===== src/rtl/utpt_pkg.sv =====
`timescale 1ns / 1ps
`default_nettype none
// ----------------------------------------------------------------------------
// utpt_pkg
// Shared types and constants of the card presence table.
// ----------------------------------------------------------------------------
package utpt_pkg;

    localparam int UID_W       = 32;
    localparam int SLOT_IDX_W  = 4;
    localparam int OCC_CNT_W   = 5;
    localparam int ACTION_W    = 2;

    localparam logic [UID_W-1:0] KNOWN_UID_RESET = 32'h770F_4363;

    typedef enum logic [ACTION_W-1:0] {
        ACT_CHECK_IN  = 2'd0,
        ACT_CHECK_OUT = 2'd1,
        ACT_FULL      = 2'd2
    } action_t;

endpackage : utpt_pkg
`default_nettype wire


===== src/rtl/uid_toggle_presence_table.sv =====
`timescale 1ns / 1ps
`default_nettype none
// ----------------------------------------------------------------------------
// uid_toggle_presence_table
// Check-in / check-out presence table keyed by 32-bit card identifiers.
// ----------------------------------------------------------------------------
// Each request carries one card identifier. The block compares it against
// every valid slot at once: a hit frees that slot (check-out), a miss stores
// the identifier in the lowest free slot (check-in), and a miss with no free
// slot changes nothing and reports the store as full. One request enters per
// clock. The accepting edge loads the input register, and the next edge loads
// the result register, so the result appears on the result ports after that
// edge, marked by a one cycle result_valid strobe, and holds there until the
// next result replaces it. The receiver cannot stall, so busy stays low and a
// new request can be issued every cycle. The compare array, the free-slot
// encoder and the count update sit in one stage between those two registers,
// which also writes the table, so back-to-back requests always see the effect
// of the one before.
// ----------------------------------------------------------------------------
module uid_toggle_presence_table #(
    parameter int SLOT_COUNT = 16
) (
    input  wire logic                               clk,
    input  wire logic                               rst_n,
    // request channel
    input  wire logic                               start,
    output logic                                    busy,
    input  wire logic [utpt_pkg::UID_W-1:0]         card_uid,
    // result channel
    output logic                                    result_valid,
    output logic [utpt_pkg::ACTION_W-1:0]           action,
    output logic [utpt_pkg::SLOT_IDX_W-1:0]         slot_index,
    output logic [utpt_pkg::OCC_CNT_W-1:0]          occupied_count,
    output logic                                    is_known_item,
    // configuration port
    input  wire logic                               psel,
    input  wire logic                               penable,
    input  wire logic                               pwrite,
    input  wire logic [2:0]                         paddr,
    input  wire logic [31:0]                        pwdata,
    output logic [31:0]                             prdata,
    output logic                                    pready
);
    import utpt_pkg::*;

    localparam int IDX_W = (SLOT_COUNT > 1) ? $clog2(SLOT_COUNT) : 1;
    localparam int CNT_W = $clog2(SLOT_COUNT + 1);

    // ------------------------------------------------------------------
    // Configuration: one register, known_uid_reg, at byte addresses 0 to 3.
    // ------------------------------------------------------------------
    logic             cfg_wr;
    logic             cfg_sel_known;
    logic [UID_W-1:0] known_uid_reg;

    assign pready        = 1'b1;
    assign cfg_sel_known = (paddr[2] == 1'b0);
    assign cfg_wr        = psel && penable && pwrite && pready;
    assign prdata        = cfg_sel_known ? known_uid_reg : '0;

    always_ff @(posedge clk or negedge rst_n)
    begin
        if (!rst_n)
        begin
            known_uid_reg <= KNOWN_UID_RESET;
        end
        else if (cfg_wr && cfg_sel_known)
        begin
            known_uid_reg <= pwdata;
        end
    end

    // ------------------------------------------------------------------
    // Input register: capture the request.
    // ------------------------------------------------------------------
    logic             in_valid_reg;
    logic [UID_W-1:0] in_uid_reg;
    logic             req_accept;

    assign busy       = 1'b0;
    assign req_accept = start && !busy;

    always_ff @(posedge clk or negedge rst_n)
    begin
        if (!rst_n)
        begin
            in_valid_reg <= 1'b0;
        end
        else
        begin
            in_valid_reg <= req_accept;
        end
    end

    always_ff @(posedge clk)
    begin
        if (req_accept)
        begin
            in_uid_reg <= card_uid;
        end
    end

    // ------------------------------------------------------------------
    // Slot table: keys carry no reset, valid marks and count do.
    // ------------------------------------------------------------------
    logic [UID_W-1:0]      slot_key_reg [SLOT_COUNT];
    logic [SLOT_COUNT-1:0] slot_valid_reg;
    logic [SLOT_COUNT-1:0] slot_valid_next;
    logic [CNT_W-1:0]      valid_count_reg;
    logic [CNT_W-1:0]      valid_count_next;

    logic             hit_found;
    logic [IDX_W-1:0] hit_index;
    logic             free_found;
    logic [IDX_W-1:0] free_index;

    utpt_match #(
        .SLOT_COUNT (SLOT_COUNT),
        .IDX_W      (IDX_W)
    ) u_match (
        .uid        (in_uid_reg),
        .slot_valid (slot_valid_reg),
        .slot_key   (slot_key_reg),
        .hit_found  (hit_found),
        .hit_index  (hit_index),
        .free_found (free_found),
        .free_index (free_index)
    );

    // Decide the action and the next table state.
    action_t          action_next;
    logic [IDX_W-1:0] slot_sel;
    logic             key_wr;

    always_comb
    begin
        slot_valid_next  = slot_valid_reg;
        valid_count_next = valid_count_reg;
        action_next      = ACT_FULL;
        slot_sel         = '0;
        key_wr           = 1'b0;
        if (hit_found)
        begin
            // check-out: drop the matching slot
            slot_valid_next[hit_index] = 1'b0;
            if (valid_count_reg != '0)
            begin
                valid_count_next = valid_count_reg - CNT_W'(1);
            end
            action_next = ACT_CHECK_OUT;
            slot_sel    = hit_index;
        end
        else if (free_found)
        begin
            // check-in: claim the lowest free slot
            slot_valid_next[free_index] = 1'b1;
            valid_count_next            = valid_count_reg + CNT_W'(1);
            action_next                 = ACT_CHECK_IN;
            slot_sel                    = free_index;
            key_wr                      = 1'b1;
        end
    end

    always_ff @(posedge clk or negedge rst_n)
    begin
        if (!rst_n)
        begin
            slot_valid_reg  <= '0;
            valid_count_reg <= '0;
        end
        else if (in_valid_reg)
        begin
            slot_valid_reg  <= slot_valid_next;
            valid_count_reg <= valid_count_next;
        end
    end

    always_ff @(posedge clk)
    begin
        if (in_valid_reg && key_wr)
        begin
            slot_key_reg[free_index] <= in_uid_reg;
        end
    end

    // ------------------------------------------------------------------
    // Result register: fit index and count to the field widths.
    // ------------------------------------------------------------------
    logic [IDX_W+SLOT_IDX_W-1:0] slot_sel_ext;
    logic [CNT_W+OCC_CNT_W-1:0]  count_ext;

    assign slot_sel_ext = {{SLOT_IDX_W{1'b0}}, slot_sel};
    assign count_ext    = {{OCC_CNT_W{1'b0}}, valid_count_next};

    logic                  result_valid_reg;
    logic [ACTION_W-1:0]   action_reg;
    logic [SLOT_IDX_W-1:0] slot_index_reg;
    logic [OCC_CNT_W-1:0]  occupied_count_reg;
    logic                  is_known_item_reg;

    always_ff @(posedge clk or negedge rst_n)
    begin
        if (!rst_n)
        begin
            result_valid_reg <= 1'b0;
        end
        else
        begin
            result_valid_reg <= in_valid_reg;
        end
    end

    always_ff @(posedge clk)
    begin
        if (in_valid_reg)
        begin
            action_reg         <= action_next;
            slot_index_reg     <= slot_sel_ext[SLOT_IDX_W-1:0];
            occupied_count_reg <= count_ext[OCC_CNT_W-1:0];
            is_known_item_reg  <= (in_uid_reg == known_uid_reg);
        end
    end

    assign result_valid   = result_valid_reg;
    assign action         = action_reg;
    assign slot_index     = slot_index_reg;
    assign occupied_count = occupied_count_reg;
    assign is_known_item  = is_known_item_reg;

endmodule : uid_toggle_presence_table
`default_nettype wire


===== src/rtl/utpt_match.sv =====
`timescale 1ns / 1ps
`default_nettype none
// ----------------------------------------------------------------------------
// utpt_match
// Parallel key compare against all valid slots, plus lowest-index priority
// encoders for the first matching slot and the first free slot.
// ----------------------------------------------------------------------------
module utpt_match #(
    parameter int SLOT_COUNT = 16,
    parameter int IDX_W      = 4
) (
    input  wire logic [utpt_pkg::UID_W-1:0] uid,
    input  wire logic [SLOT_COUNT-1:0]      slot_valid,
    input  wire logic [utpt_pkg::UID_W-1:0] slot_key [SLOT_COUNT],
    output logic                            hit_found,
    output logic [IDX_W-1:0]                hit_index,
    output logic                            free_found,
    output logic [IDX_W-1:0]                free_index
);
    import utpt_pkg::*;

    logic [SLOT_COUNT-1:0] hit_vec;

    always_comb
    begin
        for (int i = 0; i < SLOT_COUNT; i++)
        begin
            hit_vec[i] = slot_valid[i] && (slot_key[i] == uid);
        end
    end

    // Scan from the top down so the lowest index wins.
    always_comb
    begin
        hit_found  = 1'b0;
        hit_index  = '0;
        free_found = 1'b0;
        free_index = '0;
        for (int i = SLOT_COUNT - 1; i >= 0; i--)
        begin
            if (hit_vec[i])
            begin
                hit_found = 1'b1;
                hit_index = IDX_W'(i);
            end
            if (!slot_valid[i])
            begin
                free_found = 1'b1;
                free_index = IDX_W'(i);
            end
        end
    end

endmodule : utpt_match
`default_nettype wire

===== config.mk =====
export PLATFORM = sky130hd
export DESIGN_NAME = uid_toggle_presence_table
export DESIGN_NICKNAME = d
export VERILOG_FILES = /design/src/rtl/utpt_pkg.sv /design/src/rtl/uid_toggle_presence_table.sv /design/src/rtl/utpt_match.sv
export SDC_FILE = /design/constraint.sdc
export NUM_CORES = 1
export LEC_CHECK = 0
export BUFFER_PORTS_ARGS = -buffer_cell sky130_fd_sc_hd__clkbuf_2
export CAP_MARGIN = 40
export CORE_MARGIN = 5
export CORE_UTILIZATION = 62
export CTS_CLUSTER_DIAMETER = 40
export CTS_CLUSTER_SIZE = 20
export DETAILED_ROUTE_END_ITERATION = 7
export PLACE_DENSITY = 0.8
export SLEW_MARGIN = 20
export SYNTH_ARGS = -nofsm -noshare
export SYNTH_HDL_FRONTEND = slang
export SYNTH_SLANG_ARGS = --single-unit

===== constraint.sdc =====
create_clock -name clk -period 6.6 [get_ports clk]
set_input_delay 0.66 -clock clk [delete_from_list [all_inputs] [get_ports clk]]
set_output_delay 0.66 -clock clk [all_outputs]
set_load 0.02 [all_outputs]

==> reports/qor.yml <==
hpwlAfterDp_um: 43100
postCtsSetupBuffers: 0
via_per_inst: 6.40
grt.overflow.total: 0
fp-row-count: 77
layout_setup_ws_ps: 2130
p_comb_frac: 0.149
drc: 0
post-route-min-period_ps: 4470
yosysTopAreaCell: "edfxtp_1"
largest_register_ffs: 512
antenna_found_initial: 1
core-area_um2: 44100
fp.dieW_um: 221
syn_to_final_growth_pct: 15.0
hold_path.class: "in2async"
required_ps: 6870
relSlewSlack: 0.449
cts_resized: 0
die_h_um: 221
grt_max_degree: 56
met2RoutedLength_um: 32600
met3_length_um: 7580
first_pass_iters: 6
power_leakage_nw: 11.1
wirelength_um: 71300
drt_iter0_drc: 2291
synth_cell_types: 60
crit_chain: "buf_4 -> xor2_1 -> nor4_1 -> nand4_1 -> or4_1 -> nand2b_1 -> nand3_1 -> a31oi_1 -> o31a_1 -> o21ai_0"
avgSynthCellArea_um2: 14.4
reg2reg_from: "in_uid_reg[9]"
synthArstFlopShare: 0.0900
place_congestion: 0.970
place_ws_ps: 1940
final_cells: 2755
synth_cells: 1914
clk_latency_ps: 610
p_int_mw: 7.67
drv_slew: 0
synthTopCellsByCount: "edfxtp_1 (556), xor2_1 (432), nor4_1 (175)"
cp_max_fo: 14
top_layer_used: "met4"
place_inst: 2621
vdd_drop_max_v: 0.000291
total_power_mw: 10.6
worstSetupEndpointType: "flop"
period_share: 0.677
fmax_mhz: 224
netSwitchingFraction: 0.277
finalSetupTns_ps: 0
synth_most_common_cell: "edfxtp_1"
wl_per_cell_um: 25.9
arrival_ps: 4730
setup-violations-final: 0
crit_path_start_kind: "flop"
rsz0062_at_grt: "no"
slowest_stage: "edfxtp_1"
synth-seq-cells: 611
powerDensity_nw_per_um2: 334
drive_above_1_share: 0.176
pin_count: 120
numCtsBuffers: 70
power_frac_seq: 0.462
synthDominantCellAreaShare: 0.605
die_area_um2: 48900
clock_sinks: 611
switchingPower_mw: 2.95
crit_start: "in_uid_reg[9]"
start_util: 0.626
cts_root_buffer: "clkbuf_16"
critPathMaxStageDelay_ps: 830
cts.clk_slew.worst_paths_ps: 70
grt_pass1_wl_um: 107000
ant_nets: 0
grt_pass1_vias: 17764
max_slew.worst_pin.slew_ps: 818
synth-edff-count: 556
max-cap-violations: 0
clockPowerShare: 0.390
num_vias: 17629
fin_skew_ps: 30.2
r2r_cells: 10
yosysSeqAreaShare: 0.655
netlist_area_um2: 27600
finalHoldViolations: 0
cts.path.max_buffers: 3
hold_buffers: 0
groute.usage.overall: 0.287
finalNetCount: 2179
syn_nets: 1989
cts_tree: "done"
yosysWarnings: 0
status: "finished clean"
synth_area_leaders: "edfxtp_1 (60%), xor2_1 (14%), nor4_1 (4.0%), xnor2_1 (3.6%), dfrtp_1 (3.4%)"
synthFlopType: "edfxtp_1"
io_buffers: 115
drt-met1-wl_um: 27900
htree_levels: 3
critical_path_class: "reg2reg"
[metal layers]
| metal | global-route usage | up-vias |
|---|---|---|
| met2 | 0.444 | 1136 |
| met3 | 0.0631 | 231 |
| li1 | - | 7589 |
| met1 | 0.401 | 8673 |
| met4 | 0.120 | 0 |
| met5 | 0 | - |
[area by class of cell]
| cell class | instances | area [µm²] |
|---|---|---|
| tap | 592 | 741 |
| multi-input combinational | 1205 | 9010 |
| clock inverter | 51 | 641 |
| sequential | 611 | 18100 |
| fill | 2822 | 12400 |
| antenna | 1 | 2.50 |
| inverter | 20 | 75.1 |
| clock buffer | 79 | 1880 |
| timing repair buffer | 196 | 1320 |
[path summary, 6_finish.rpt]
check	to	slack [ps]
worst min register to register	known_uid_reg[13]	550
worst max register to register	slot_index[0]	2130
max in group asynchronous	known_uid_reg[5]	6170
min in group clk	in_uid_reg[10]	220
worst max-delay path	slot_index[0]	2130
worst min-delay path	known_uid_reg[23]	140
[critical path, delay by kind of cell (launching register included)]
kind / cells / cell delay, ps
XOR/XNOR: 1 / 180
AND/OR/NAND/NOR: 5 / 1560
AO/OA/AOI/OAI: 3 / 1170
flip-flops: 1 / 830
buffers and inverters: 1 / 390
[power groups by stage]
stage / combinational (mW) / sequential, mW / clock, mW
2_1_floorplan: 0.993 / 4.94 / 0
3_3_place_gp: 1.44 / 4.97 / 0
3_5_place_dp: 1.53 / 4.97 / 0
4_1_cts: 1.55 / 4.89 / 4.18
5_1_grt: 1.68 / 4.93 / 4.35
6_report: 1.58 / 4.90 / 4.14
[metrics by stage]
stage | hold WS (ps) | cell area, µm² | utilization
6_report | 140 | 31800 | 0.720
5_1_grt | 147 | 31800 | 0.720
4_1_cts | 196 | 31700 | 0.719
3_5_place_dp | 536 | 29200 | 0.661
3_3_place_gp | 515 | 29000 | 0.658
2_1_floorplan | 364 | 27600 | -
[cells by family after synthesis]
family | Yosys count | share of synthesized area
mux | 33 | 0.0135
compound gates | 78 | 0.0211
xor+xnor | 544 | 0.173
other cells | 2 | 0.000272
buf+inv | 98 | 0.0192
simple gates | 546 | 0.117
flops | 611 | 0.655
fa+ha+maj | 2 | 0.000906
[layout by cell type, fill, tap and decap left out, drive strengths merged, types with 36 or more instances in the layout]
cell	Yosys	routed
edfxtp	556	556
xor2	432	432
clkbuf	9	194
nor4	175	175
xnor2	112	112
buf	69	81
nand4	65	65
nand2	64	64
nand3	42	42
dfrtp	38	38
inv	19	36
Note: power is estimated with default switching activity, not from simulation.
